## src/hdl/tcw_pkg.sv

```systemverilog
// Package for the text console writer: geometry, codes, channel payload types, datapath command and status types.
// Depends on nothing; used by every module of the block.
`timescale 1ns / 1ps
`default_nettype none
package tcw_pkg;
    localparam int ScreenCols = 80;
    localparam int ScreenRows = 25;
    localparam int MaxDigits  = 20;
    localparam int CellCount  = ScreenCols * ScreenRows;
    localparam int AddrW      = $clog2(CellCount);
    localparam int ColW       = $clog2(ScreenCols);
    localparam int RowW       = $clog2(ScreenRows + 1);
    localparam int DigW       = $clog2(MaxDigits + 1);

    localparam logic [7:0] BlankChar   = 8'd32;
    localparam logic [7:0] NewlineChar = 8'd10;
    localparam logic [7:0] DigitBase   = 8'd48;
    localparam logic [7:0] ResetAttr   = 8'd15;

    typedef enum logic [1:0] {
        OP_PUT   = 2'd0,
        OP_CLEAR = 2'd1,
        OP_NUM   = 2'd2,
        OP_READ  = 2'd3
    } t_op;

    localparam logic REG_ATTR   = 1'b0;
    localparam logic REG_CURSOR = 1'b1;

    typedef struct packed {
        logic [1:0]  op;
        logic [7:0]  char_code;
        logic [63:0] number_value;
        logic [10:0] cell_address;
    } t_in_item;

    typedef struct packed {
        logic [10:0] cursor_pos;
        logic        cursor_shown;
        logic [7:0]  cell_char;
        logic [7:0]  cell_attr;
    } t_out_item;

    // datapath commands
    typedef enum logic [3:0] {
        CMD_NONE,
        CMD_LOAD,       // latch input item
        CMD_FILL,       // write blank at sweep address, step sweep
        CMD_FILL_START, // sweep, cursor, column and row to 0
        CMD_WRITE_CH,   // write current char at cursor, advance
        CMD_NEWLINE,    // cursor to next row start
        CMD_SCR_RD,     // read cell at sweep + cols
        CMD_SCR_WR,     // write read cell to sweep, step
        CMD_SCR_LAST,   // zero char of last row cell, step
        CMD_SCR_END,    // cursor back one row
        CMD_DIV,        // one divide-by-ten step on a 16-bit chunk
        CMD_DIV_DONE,   // push digit, next number
        CMD_POP,        // pop digit into current char
        CMD_READ,       // read cell at address
        CMD_RESULT      // register result
    } t_cmd;

    typedef struct packed {
        logic cursor_end;   // cursor at or beyond end of screen
        logic sweep_done;   // sweep at last cell of its range
        logic div_done;     // current division step is the last
        logic num_zero;     // quotient zero or digit limit
        logic digits_empty;
        logic is_newline;
        logic [1:0] op;
    } t_status;
endpackage
`default_nettype wire

```

## src/hdl/tcw_control.sv

```systemverilog
// Controller FSM: sequences the datapath for each op and runs the handshakes.
// Depends on tcw_pkg.
`timescale 1ns / 1ps
`default_nettype none
module tcw_control (
    input  wire logic             i_clk,
    input  wire logic             i_rst_n,
    input  wire logic             i_in_valid,
    output logic                  o_in_stall,
    output logic                  o_out_valid,
    input  wire logic             i_out_stall,
    input  wire tcw_pkg::t_status i_status,
    output tcw_pkg::t_cmd         o_cmd,
    output logic                  o_reset_fill
);
    import tcw_pkg::*;

    typedef enum logic [3:0] {
        S_INIT, S_INIT_FILL, S_IDLE, S_DISPATCH, S_CLR, S_PUT, S_CHECK,
        S_SCR_RD, S_SCR_WR, S_SCR_LAST, S_DIV, S_DIVD, S_POP, S_READ,
        S_RESULT, S_OUT
    } t_state;

    t_state r_state, n_state;
    logic   r_out_valid, n_out_valid;
    logic   r_num;

    assign o_in_stall   = !(r_state == S_IDLE);
    assign o_out_valid  = r_out_valid;
    assign o_reset_fill = (r_state == S_INIT_FILL);

    always_comb begin
        n_state = r_state;
        n_out_valid = r_out_valid;
        o_cmd = CMD_NONE;
        unique case (r_state)
            S_INIT: begin o_cmd = CMD_FILL_START; n_state = S_INIT_FILL; end
            S_INIT_FILL: begin
                o_cmd = CMD_FILL;
                if (i_status.sweep_done) n_state = S_IDLE;
            end
            S_IDLE: if (i_in_valid) begin o_cmd = CMD_LOAD; n_state = S_DISPATCH; end
            S_DISPATCH: begin
                unique case (i_status.op)
                    OP_PUT:   n_state = S_PUT;
                    OP_CLEAR: begin o_cmd = CMD_FILL_START; n_state = S_CLR; end
                    OP_NUM:   n_state = S_DIV;
                    default:  n_state = S_READ;
                endcase
            end
            S_CLR: begin
                o_cmd = CMD_FILL;
                if (i_status.sweep_done) n_state = S_RESULT;
            end
            S_PUT: begin
                o_cmd = i_status.is_newline ? CMD_NEWLINE : CMD_WRITE_CH;
                n_state = S_CHECK;
            end
            S_CHECK: begin
                if (i_status.cursor_end) begin
                    o_cmd = CMD_SCR_RD; n_state = S_SCR_WR;
                end else if (r_num && !i_status.digits_empty) begin
                    o_cmd = CMD_POP; n_state = S_PUT;
                end else begin
                    n_state = S_RESULT;
                end
            end
            S_SCR_RD: begin o_cmd = CMD_SCR_RD; n_state = S_SCR_WR; end
            S_SCR_WR: begin
                o_cmd = CMD_SCR_WR;
                if (i_status.sweep_done) n_state = S_SCR_LAST;
            end
            S_SCR_LAST: begin
                o_cmd = CMD_SCR_LAST;
                if (i_status.sweep_done) begin
                    o_cmd = CMD_SCR_LAST; n_state = S_POP;
                end
            end
            S_POP: begin o_cmd = CMD_SCR_END; n_state = S_CHECK; end
            S_DIV: begin
                o_cmd = CMD_DIV;
                if (i_status.div_done) n_state = S_DIVD;
            end
            S_DIVD: begin
                o_cmd = CMD_DIV_DONE;
                n_state = S_READ;
            end
            S_READ: begin
                if (r_num) begin
                    if (i_status.num_zero) begin
                        o_cmd = CMD_POP; n_state = S_PUT;
                    end else begin
                        n_state = S_DIV;
                    end
                end else begin
                    o_cmd = CMD_READ; n_state = S_RESULT;
                end
            end
            S_RESULT: begin
                o_cmd = CMD_RESULT; n_out_valid = 1'b1; n_state = S_OUT;
            end
            S_OUT: if (!i_out_stall) begin n_out_valid = 1'b0; n_state = S_IDLE; end
            default: n_state = S_IDLE;
        endcase
    end

    // state, result valid, number-mode flag
    always_ff @(posedge i_clk) begin
        if (!i_rst_n) begin
            r_state <= S_INIT;
            r_out_valid <= 1'b0;
            r_num <= 1'b0;
        end else begin
            r_state <= n_state;
            r_out_valid <= n_out_valid;
            if (r_state == S_DISPATCH) r_num <= (i_status.op == OP_NUM);
        end
    end
endmodule
`default_nettype wire

```

## config.mk

```make
export PLATFORM = sky130hd
export DESIGN_NAME = tcw_control
export DESIGN_NICKNAME = d
export VERILOG_FILES = /design/src/hdl/tcw_pkg.sv /design/src/hdl/tcw_control.sv
export SDC_FILE = /design/constraint.sdc
export NUM_CORES = 1
export LEC_CHECK = 0
export BUFFER_PORTS_ARGS = -buffer_cell sky130_fd_sc_hd__buf_2
export CAP_MARGIN = 15
export CORE_MARGIN = 2
export CORE_UTILIZATION = 56
export CTS_CLUSTER_DIAMETER = 150
export DETAILED_ROUTE_END_ITERATION = 8
export HOLD_SLACK_MARGIN = 0.06
export PLACE_DENSITY = 0.83
export SETUP_SLACK_MARGIN = 0.2
export SYNTH_ARGS = -nofsm -noshare
export SYNTH_HDL_FRONTEND = slang
export SYNTH_SLANG_ARGS = --single-unit
```

## constraint.sdc

```tcl
create_clock -name i_clk -period 4.7 [get_ports i_clk]
set_clock_uncertainty 0.15 [all_clocks]
set_input_delay 0.705 -clock i_clk [delete_from_list [all_inputs] [get_ports i_clk]]
set_output_delay 0.705 -clock i_clk [all_outputs]
set_load 0.05 [all_outputs]
```

==> metrics.cfg, run 1 <==
[outcome]
status = completed

[global_routing]
grt_pass1_vias = 716
grt_max_degree = 34
grt-ovfl-total = 0
grt_util_met2_pct = 36.9
grt_pass1_wl_microns = 3190
gr-usage-met1_pct = 31.2
use_met3_pct = 3.91
antenna_found_initial = 0
grt_busiest_layer = met2
gr-usage-all-layers_pct = 22.8

[layout]
drive_above_1_share_pct = 20.6
layout_common_cells = buf_2 (18), nor2_1 (11), o21ai_0 (11), a21oi_1 (9), nand2_1 (7)
final_util_pct = 66.3
nNetsFinal = 143
syn_to_final_growth_pct = 9.58
final_common_cell = buf_2
diodes = 0

[route]
routedWlPerCell_microns = 14.4
ant_nets = 0
wl_microns = 2040
vias = 893
drt-pass1-iter-count = 4
drt_iter0_markers = 29
via_per_inst = 6.33
drc = 0

[clock_tree]
numCtsBuffers = 3
cts_tree = yes
clock_path_buffers = 2
cts_hold_buf = 0
cts_sinks = 6
root_buffer = clkbuf_4
cts_setup_buffers = 0
cts.repair.resized = 0
ctsHtreeMaxLevel = 1
clkTransAtPathRegs_ps = 50
clock_latency_ps = 250

[worst_setup_path]
endpoint = o_cmd[2]
critPathArrivalTime_ps = 2200
startpoint = r_state[0]$_SDFFE_PN0P_
ff2ff_path_depth = 4
crit_type = reg2out
r2r_setup_slack_ps = 2570
r2r_start = r_state[2]$_SDFFE_PN0P_
crit_required_ps = 3850
worstSetupStartpointType = flip-flop
cp_max_fo = 33
endpoint_kind = output port
r2r-end = r_state[3]$_SDFFE_PN0P_

[synth]
netlist_instances = 116
avgSynthCellArea_sq_um = 6.87
ys_ff_latch = 6
synth.distinct_cells = 41
synth.largest_area_cell = dfxtp_1
yosys.area.top_type_share_pct = 15.1
synth_nets = 131
synth_area_leaders = dfxtp_1 (15%), o21ai_0 (6.9%), a21oi_1 (5.7%)
yosys_warnings = 0
netlist_area_sq_um = 797
yosysSeqAreaShare_pct = 15.1

[power_and_ir_drop]
seq_power_share_pct = 30.8
power_leakage_nw = 0.341
combPwrFrac_pct = 53.6
switching_power_mw = 0.160
p_sw_share_pct = 51.3
p_int_mw = 0.152
power.share.clock_pct = 15.6
peakVddDrop_v = 0.000190
power_mw = 0.312
powerDensity_nw_per_um2 = 357

[die]
chipWidth_microns = 41.7
dieArea_sq_um = 1740
rows = 13
die_y_microns = 41.7
io_pins = 19
core_sq_um = 1320
start_util_pct = 60.5

[sta]
hold_violations = 0
fin_crit_ps = 3060
slew_headroom_pct = 33.6
grt_setup_unrepaired = false
max_freq_mhz = 327
holdWs_ps = 420
finalSetupTns_ps = 0
finalCritPeriodShare_pct = 65.0
setup_viol = 0
worstMarginPinSlew_ps = 994
drv_slew = 0

[placed_design]
routabilityCongestion = 0.877
portBuffers = 18
dp_hpwl_microns = 1410

[min_path]
hold_path.class = reg2reg

[run]
maxCapViolCount = 0

area by class of cell:
type,instances,area (sq um)
inverters,5,18.8
repair buffers,18,90.1
clock buffers,3,22.5
fillers,120,444
flip-flops and latches,6,120
multi-input cells,94,603
well taps,15,18.8
through the flow:
step | worst slack (ps) | cell area, sq um | cells
2_1_floorplan | 1500 | 797 | 116
3_3_place_gp | 1990 | 851 | 138
3_5_place_dp | 1970 | 851 | 138
4_1_cts | 1690 | 873 | 141
5_1_grt | 1490 | 873 | 141
6_report | 1640 | 873 | 141
state kept, by name, indices dropped and copies added (netlist names):
register,flops
o_out_valid,1
r_state,4
r_num,1
critical path, cell delays in order (launching register included):
cell      delay, ps
dfxtp_1         970
nand2b_1        160
a21oi_1         250
a22o_1          190
a22o_1          120
buf_2           260
how the worst min path moves through the flow:
stage	to	depth (start not counted)	slack, ps	startpoint
2_1_floorplan	r_num$_SDFFE_PN0N_	2	350	r_num$_SDFFE_PN0N_
3_3_place_gp	r_num$_SDFFE_PN0N_	2	400	r_num$_SDFFE_PN0N_
3_5_place_dp	r_num$_SDFFE_PN0N_	2	400	r_num$_SDFFE_PN0N_
4_1_cts	r_num$_SDFFE_PN0N_	2	410	r_num$_SDFFE_PN0N_
5_1_grt	r_num$_SDFFE_PN0N_	2	460	r_num$_SDFFE_PN0N_
6_report	r_num$_SDFFE_PN0N_	2	420	r_num$_SDFFE_PN0N_
power by group through the flow:
stage	combinational (mW)	clock [mW]	sequential, mW
2_1_floorplan	0.168	0	0.0616
3_3_place_gp	0.162	0	0.0941
3_5_place_dp	0.165	0	0.0955
4_1_cts	0.166	0.0490	0.0946
5_1_grt	0.181	0.0528	0.100
6_report	0.167	0.0486	0.0961
synthesized netlist by cell type (all sizes together):
cell,instances
o31ai,1
nor3b,2
nor2b,2
nand3,2
and4,1
clkbuf,3
nor4,1
buf,8
a31oi,4
maj3,2
a32oi,1
a22o,2
o311a,1
nand2,7
and2,3
nor2,11
mux2i,1
o21ai,11
nor3,6
a311oi,2
a21oi,9
o32ai,1
and3,1
ha,3
o22ai,1
a211oi,1
o211ai,2
inv,5
or2,2
or3,1
dfxtp,6
o221ai,1
nand2b,5
o32a,2
or4b,1
o21a,4
cells by family (layout without fill, tap and decap cells):
kind of cell / after synthesis / in the layout / synth area share (%)
AOI/OAI and AO/OA: 43 / 43 / 36.9
DFF: 6 / 6 / 15.1
buffers and inverters: 16 / 26 / 9.26
adders and majority gates: 5 / 5 / 7.22
muxes: 1 / 1 / 1.26
and+or+nand+nor: 45 / 45 / 30.3
per-layer routing:
layer	share of wire [%]	vias to the layer above	wire length [microns]
li1	-	452	-
met1	43	387	865
met2	49	50	994
met3	7.2	4	146
met4	1.4	0	28
met5	0	-	0
(Power assumes the default switching activity.)
==> run 2, diff against run 1 <==
--- a/config.mk
+++ b/config.mk
@@ -8,11 +8,11 @@
 export BUFFER_PORTS_ARGS = -buffer_cell sky130_fd_sc_hd__buf_2
 export CAP_MARGIN = 15
 export CORE_MARGIN = 2
-export CORE_UTILIZATION = 56
+export CORE_UTILIZATION = 47
 export CTS_CLUSTER_DIAMETER = 150
 export DETAILED_ROUTE_END_ITERATION = 8
 export HOLD_SLACK_MARGIN = 0.06
-export PLACE_DENSITY = 0.83
+export PLACE_DENSITY = 0.74
 export SETUP_SLACK_MARGIN = 0.2
 export SYNTH_ARGS = -nofsm -noshare
 export SYNTH_HDL_FRONTEND = slang
==> constraint.sdc (replaced) <==
create_clock -name i_clk -period 2.6 [get_ports i_clk]
set_clock_uncertainty 0.15 [all_clocks]
set_input_delay 0.39 -clock i_clk [delete_from_list [all_inputs] [get_ports i_clk]]
set_output_delay 0.39 -clock i_clk [all_outputs]
set_load 0.05 [all_outputs]
==> run 2 against run 1 <==
  * Critical endpoint is now o_cmd[1]
  * Hold slack worse by 170 ps
  * Die area is 17% higher
  * Routed wire length hardly changed
  * Highest routed layer unchanged
  * Critical path type unchanged
  * Register-to-register slack got worse by 2000 ps
==> metrics.cfg, run 2 (synthesized netlist as in run 1, its figures left out) <==
[power_and_ir_drop]
combPwrFrac_pct = 60.5  ; +6.9 points
p_int_mw = 0.294  ; +94%
powerDensity_nw_per_um2 = 635  ; +78%
power_leakage_nw = 0.371  ; +9.0%
p_sw_share_pct = 50.1  ; -1.2 points
power_mw = 0.590  ; +89%
power.share.clock_pct = 14.6  ; -1.0 points
seq_power_share_pct = 24.9  ; -5.9 points
peakVddDrop_v = 0.000290  ; +52%
switching_power_mw = 0.295  ; +85%

[layout]
drive_above_1_share_pct = 27.7  ; +7.1 points
largest_register = r_state
nNetsFinal = 147  ; +2.8%
final_util_pct = 60.2  ; -6.1 points
layout_common_cells = buf_2 (17), nor2_1 (11), o21ai_0 (11), a21oi_1 (9), nand2_1 (7)
fillers = 155  ; +29%
diodes = 0  ; unchanged
syn_to_final_growth_pct = 16.5
design_area_sq_um = 928  ; +6.3%
final_common_cell = buf_2
largest_reg_flops = 4  ; unchanged

[sta]
grt_setup_unrepaired = false
worstMarginPinSlew_ps = 418  ; -576 ps
slew_headroom_pct = 72.1  ; +38 points
finalSetupTns_ps = 0  ; unchanged
holdWs_ps = 254  ; -166 ps
finalCritPeriodShare_pct = 85.6
max_freq_mhz = 449
fin_crit_ps = 2230
setup_viol = 0  ; unchanged
drv_slew = 0  ; unchanged
hold_violations = 0  ; unchanged

[die]
chipWidth_microns = 45.2  ; +8.3%
start_util_pct = 51.7  ; -8.8 points
rows = 14  ; +1
die_y_microns = 45.2  ; +8.3%
dieArea_sq_um = 2040  ; +17%
io_pins = 19  ; unchanged
core_sq_um = 1540  ; +17%

[clock_tree]
cts_sinks = 6  ; unchanged
clkTransAtPathRegs_ps = 50  ; about the same
ctsHtreeMaxLevel = 1  ; unchanged
clock_path_buffers = 2  ; unchanged
clock_latency_ps = 240  ; about the same
root_buffer = clkbuf_4
numCtsBuffers = 3  ; unchanged
cts_setup_buffers = 0  ; unchanged
cts_tree = yes

[global_routing]
grt_pass1_wl_microns = 3380  ; +5.9%
grt_busiest_layer = met2
use_met3_pct = 5.60  ; +1.7 points
grt_max_degree = 21  ; -38%
grt_util_met2_pct = 36.3  ; -0.59 points
antenna_found_initial = 0  ; unchanged
grt_pass1_vias = 768  ; +7.3%
gr-usage-all-layers_pct = 22.2  ; -0.60 points
grt-ovfl-total = 0  ; unchanged
gr-usage-met1_pct = 29.8  ; -1.5 points

[worst_setup_path]
crit_required_ps = 2060  ; -1790 ps
r2r-end = r_state[2]$_SDFFE_PN0P_
critPathArrivalTime_ps = 1690  ; -510 ps
crit_type = reg2out
r2r_start = r_state[2]$_SDFFE_PN0P_
worstSetupStartpointType = flip-flop
cp_max_fo = 17  ; -48%
r2r_setup_slack_ps = 570  ; -2000 ps
ff2ff_path_depth = 5  ; +1
endpoint_kind = output port

[route]
drc = 0  ; unchanged
wl_microns = 2040  ; about the same
routedWlPerCell_microns = 13.9  ; -3.4%
vias = 902  ; +1.0%
drt_iter0_markers = 19  ; -34%
drt-pass1-iter-count = 4  ; unchanged
via_per_inst = 6.18  ; -2.5%
ant_nets = 0  ; unchanged

[placed_design]
dp_hpwl_microns = 1520  ; +7.7%
dpl-instance-area_sq_um = 900  ; +5.7%
portBuffers = 18  ; unchanged
routabilityCongestion = 0.899  ; +2.5%

[run]
maxCapViolCount = 0  ; unchanged

[min_path]
min_to = o_out_valid$_SDFFE_PN0P_
hold_start = i_rst_n
holdPathStages = 2  ; unchanged
hold_path.class = in2reg

[outcome]
status = completed

[run 2: critical path, cell delays in order, from the launching register on]
cell and delay (ps):
dfxtp_2 410, buf_4 210, o21a_1 200, a21oi_1 110
nor2_1 60, a311oi_2 200, buf_4 240
[run 2: repair_timing]
action / in CTS / in global routing
gates resized for setup: 3 / 1
hold buffers: 0 / 0
setup endpoints to repair: 3 / 4
pin swaps: 0 / 0
[run 2: layout make-up]
class	count	area (sq um)	area share (%)
multi-input cells	94	621	66.8
flip-flops and latches	6	124	13.3
repair buffers	22	123	13.2
clock buffers	3	22.5	2.43
well taps	16	20.0	2.16
inverters	5	18.8	2.02
[run 2: routing by layer]
layer  part of all wire (%)  wire (microns)
met2                     49             994
met1                     46             933
met5                      0               0
met4                   0.15               3
met3                    5.2             105
[run 2: metrics by stage]
step	worst slack, ps	instances
2_1_floorplan	256	116
3_3_place_gp	447	143
3_5_place_dp	437	143
4_1_cts	223	146
5_1_grt	241	146
6_report	375	146
[run 2: worst max path at each step]
stage / startpoint / endpoint / slack (ps) / cells after the start
finish: r_state[3]$_SDFFE_PN0P_ / o_cmd[1] / 370 / 6
global route: r_state[3]$_SDFFE_PN0P_ / o_cmd[1] / 240 / 6
CTS: r_state[0]$_SDFFE_PN0P_ / o_cmd[0] / 220 / 5
detailed placement: r_state[1]$_SDFFE_PN0P_ / o_cmd[2] / 440 / 4
global placement: r_state[3]$_SDFFE_PN0P_ / o_cmd[1] / 450 / 6
floorplan: r_state[2]$_SDFFE_PN0P_ / o_cmd[3] / 260 / 5
[run 2: power groups by stage]
| stage | Combinational, mW | Sequential [mW] | Clock, mW |
|---|---|---|---|
| 2_1_floorplan | 0.316 | 0.111 | 0 |
| 3_3_place_gp | 0.348 | 0.145 | 0 |
| 3_5_place_dp | 0.354 | 0.146 | 0 |
| 4_1_cts | 0.357 | 0.144 | 0.0885 |
| 5_1_grt | 0.392 | 0.152 | 0.0948 |
| 6_report | 0.357 | 0.147 | 0.0863 |
==> run 3, diff against run 2 <==
--- a/config.mk
+++ b/config.mk
@@ -5,10 +5,11 @@
 export SDC_FILE = /design/constraint.sdc
 export NUM_CORES = 1
 export LEC_CHECK = 0
+export ABC_AREA = 1
 export BUFFER_PORTS_ARGS = -buffer_cell sky130_fd_sc_hd__buf_2
 export CAP_MARGIN = 15
 export CORE_MARGIN = 2
-export CORE_UTILIZATION = 47
+export CORE_UTILIZATION = 46
 export CTS_CLUSTER_DIAMETER = 150
 export DETAILED_ROUTE_END_ITERATION = 8
 export HOLD_SLACK_MARGIN = 0.06
==> run 3 against run 2 <==
  * Final area decreased by 4.6%
  * Synthesized cell count increased by 19%
  * Die area decreased by 5.8%
  * Hold slack improved by 1.8 ps
  * Combinational power increased by 90%
  * Final cell count increased by 21%
==> metrics.cfg, run 3 <==
[clock_tree]
clock_latency_ps = 240  ; about the same
clkTransAtPathRegs_ps = 50  ; about the same
cts_tree = yes
ctsHtreeMaxLevel = 1  ; unchanged
cts_setup_buffers = 0  ; unchanged
numCtsBuffers = 3  ; unchanged
cts_sinks = 6  ; unchanged
cts_hold_buf = 0  ; unchanged
root_buffer = clkbuf_4
clock_path_buffers = 2  ; unchanged

[worst_setup_path]
cp_max_fo = 6  ; -11
worstSetupStartpointType = flip-flop
cpPeakStageDelay_ps = 410  ; about the same
path_common_cell = nand2_1
crit_required_ps = 2060  ; about the same
endpoint_kind = output port
path_cells = nor2_1 -> buf_4 -> nand2_1 -> inv_1 -> nand2_1 -> nand2_1 -> nor3_1 -> o221ai_2 -> buf_2
cp_slowest_cell = dfxtp_1
crit_type = reg2out
critPathArrivalTime_ps = 1750  ; +60 ps

[die]
io_pins = 19  ; unchanged
core_sq_um = 1490  ; -3.4%
start_util_pct = 49.1  ; -2.6 points
rows = 14  ; unchanged
chipWidth_microns = 43.9  ; -2.9%
die_y_microns = 43.9  ; -2.9%
dieArea_sq_um = 1920  ; -5.8%

[synth]
yosys_warnings = 0  ; unchanged
synth.most_common_cell = nand2_1
synth_nets = 153  ; +17%
synth.largest_area_cell = nand2_1
netlist_instances = 138  ; +19%
yosysSeqAreaShare_pct = 16.4  ; +1.4 points
synth-edff-count = 0  ; unchanged
yosys.area.top_type_share_pct = 21.1  ; +6.0 points
synthArstFlopShare_pct = 0  ; unchanged
synth.distinct_cells = 19  ; -54%
avgSynthCellArea_sq_um = 5.29  ; -23%
synth_area_leaders = nand2_1 (21%), dfxtp_1 (16%), nor2_1 (13%)
synth-main-ff-cell = dfxtp_1
synth_common_cells = nand2_1 (41), nor2_1 (25), inv_1 (24)
netlist_area_sq_um = 731  ; -8.3%
ys_ff_latch = 6  ; unchanged

[layout]
syn_to_final_growth_pct = 21.2
nNetsFinal = 177  ; +20%
final_common_cell = nand2_1
final_util_pct = 59.5  ; -0.73 points
largest_register = r_state
diodes = 0  ; unchanged
layout_common_cells = nand2_1 (41), nor2_1 (25), inv_1 (24), buf_2 (16), nand3_1 (11)
drive_above_1_share_pct = 23.1  ; -4.6 points
largest_reg_flops = 4  ; unchanged

[route]
drt_iter0_markers = 66  ; +47
drt-pass1-iter-count = 4  ; unchanged
vias = 931  ; +3.2%
drc = 0  ; unchanged
via_per_inst = 5.29  ; -14%
wl_microns = 1970  ; -3.0%
ant_nets = 0  ; unchanged
routedWlPerCell_microns = 11.2  ; -20%

[outcome]
status = completed

[sta]
fin_crit_ps = 2290  ; +63.4 ps
max_freq_mhz = 437  ; -2.8%
drv_slew = 0  ; unchanged
worstMarginPinSlew_ps = 379  ; -38.3 ps
setup_viol = 0  ; unchanged
slew_headroom_pct = 74.6  ; +2.5 points
finalSetupTns_ps = 0  ; unchanged
finalCritPeriodShare_pct = 88.0  ; +2.4 points
grt_setup_unrepaired = false
hold_violations = 0  ; unchanged

[power_and_ir_drop]
peakVddDrop_v = 0.000594  ; +100%
power_leakage_nw = 0.522  ; +41%
powerDensity_nw_per_um2 = 1050  ; +65%

[placed_design]
dp_hpwl_microns = 1640  ; +7.5%
routabilityCongestion = 0.975  ; +8.4%
portBuffers = 18  ; unchanged

[run]
maxCapViolCount = 0  ; unchanged

[global_routing]
grt_pass1_vias = 791  ; +3.0%
grt-ovfl-total = 0  ; unchanged
gr-usage-all-layers_pct = 22.9  ; +0.69 points
grt_max_degree = 9  ; -57%
antenna_found_initial = 0  ; unchanged
grt_pass1_wl_microns = 3320  ; -1.9%

[min_path]
hold_path.class = in2reg

-- run 3: final timing paths --
check / slack (ps) / depth (start not counted) / end / from
setup reg to reg: 1020 / 8 / r_state[3]$_SDFFE_PN0P_ / r_state[2]$_SDFFE_PN0P_
setup / recovery: 310 / 9 / o_cmd[0] / r_state[2]$_SDFFE_PN0P_
hold / removal: 260 / 3 / r_state[0]$_SDFFE_PN0P_ / i_rst_n
hold reg to reg: 320 / 2 / o_out_valid$_SDFFE_PN0P_ / o_out_valid$_SDFFE_PN0P_
-- run 3: worst max-delay path: cells and delay by family, from the launching register on --
kind                   cells  cell delay, ps
AO/OA/AOI/OAI              1             110
AND/OR/NAND/NOR            5             530
flip-flops                 1             410
buffers and inverters      3             460
-- run 3: logic make-up (layout without fill, tap and decap cells) --
| logic type | count (synthesis) | count (layout) | synth area share [%] |
|---|---|---|---|
| buf+inv | 26 | 48 | 13.4 |
| simple gates | 88 | 88 | 52.7 |
| fa+ha+maj | 3 | 3 | 5.14 |
| compound gates | 15 | 15 | 12.3 |
| flops | 6 | 6 | 16.4 |
-- run 3: stage by stage --
step                      cells  hold slack, ps  power [mW]  setup slack, ps  area, sq um
final                       176             256       0.928              311          886
after global placement      173             308       0.823              507          855
after global routing        176             254        1.00              220          886
after detailed placement    173             309       0.823              525          855
after CTS                   176             259       0.911              260          877
after floorplan             138             341       0.666              474          737
-- run 3: routing by layer --
| metal | vias up | wire (microns) | track usage, % | part of all wire (%) |
|---|---|---|---|---|
| met5 | - | 0 | 0 | 0 |
| met2 | 53 | 891 | 35.0 | 45 |
| met3 | 2 | 187 | 3.75 | 9.5 |
| met4 | 0 | 13 | 7.27 | 0.66 |
| li1 | 476 | - | - | - |
| met1 | 400 | 881 | 32.7 | 45 |
-- run 3: layout make-up --
cell class	count	area, sq um
Timing Repair Buffer	19	103
Inverter	26	97.6
Tap cell	16	20.0
Multi-Input combinational cell	106	519
Fill cell	152	603
Clock buffer	3	22.5
Sequential cell	6	124
-- run 3: power by group --
group	switching, mW	internal [mW]	total, mW
Clock	0.0325	0.0521	0.0846
Sequential	0.0447	0.122	0.167
Combinational	0.480	0.197	0.677
-- run 3: what timing repair did --
item                                   in CTS  in global routing
setup endpoints to repair                   0                  4
endpoints found under the hold margin       0                  0
gates resized for setup                     0                  7
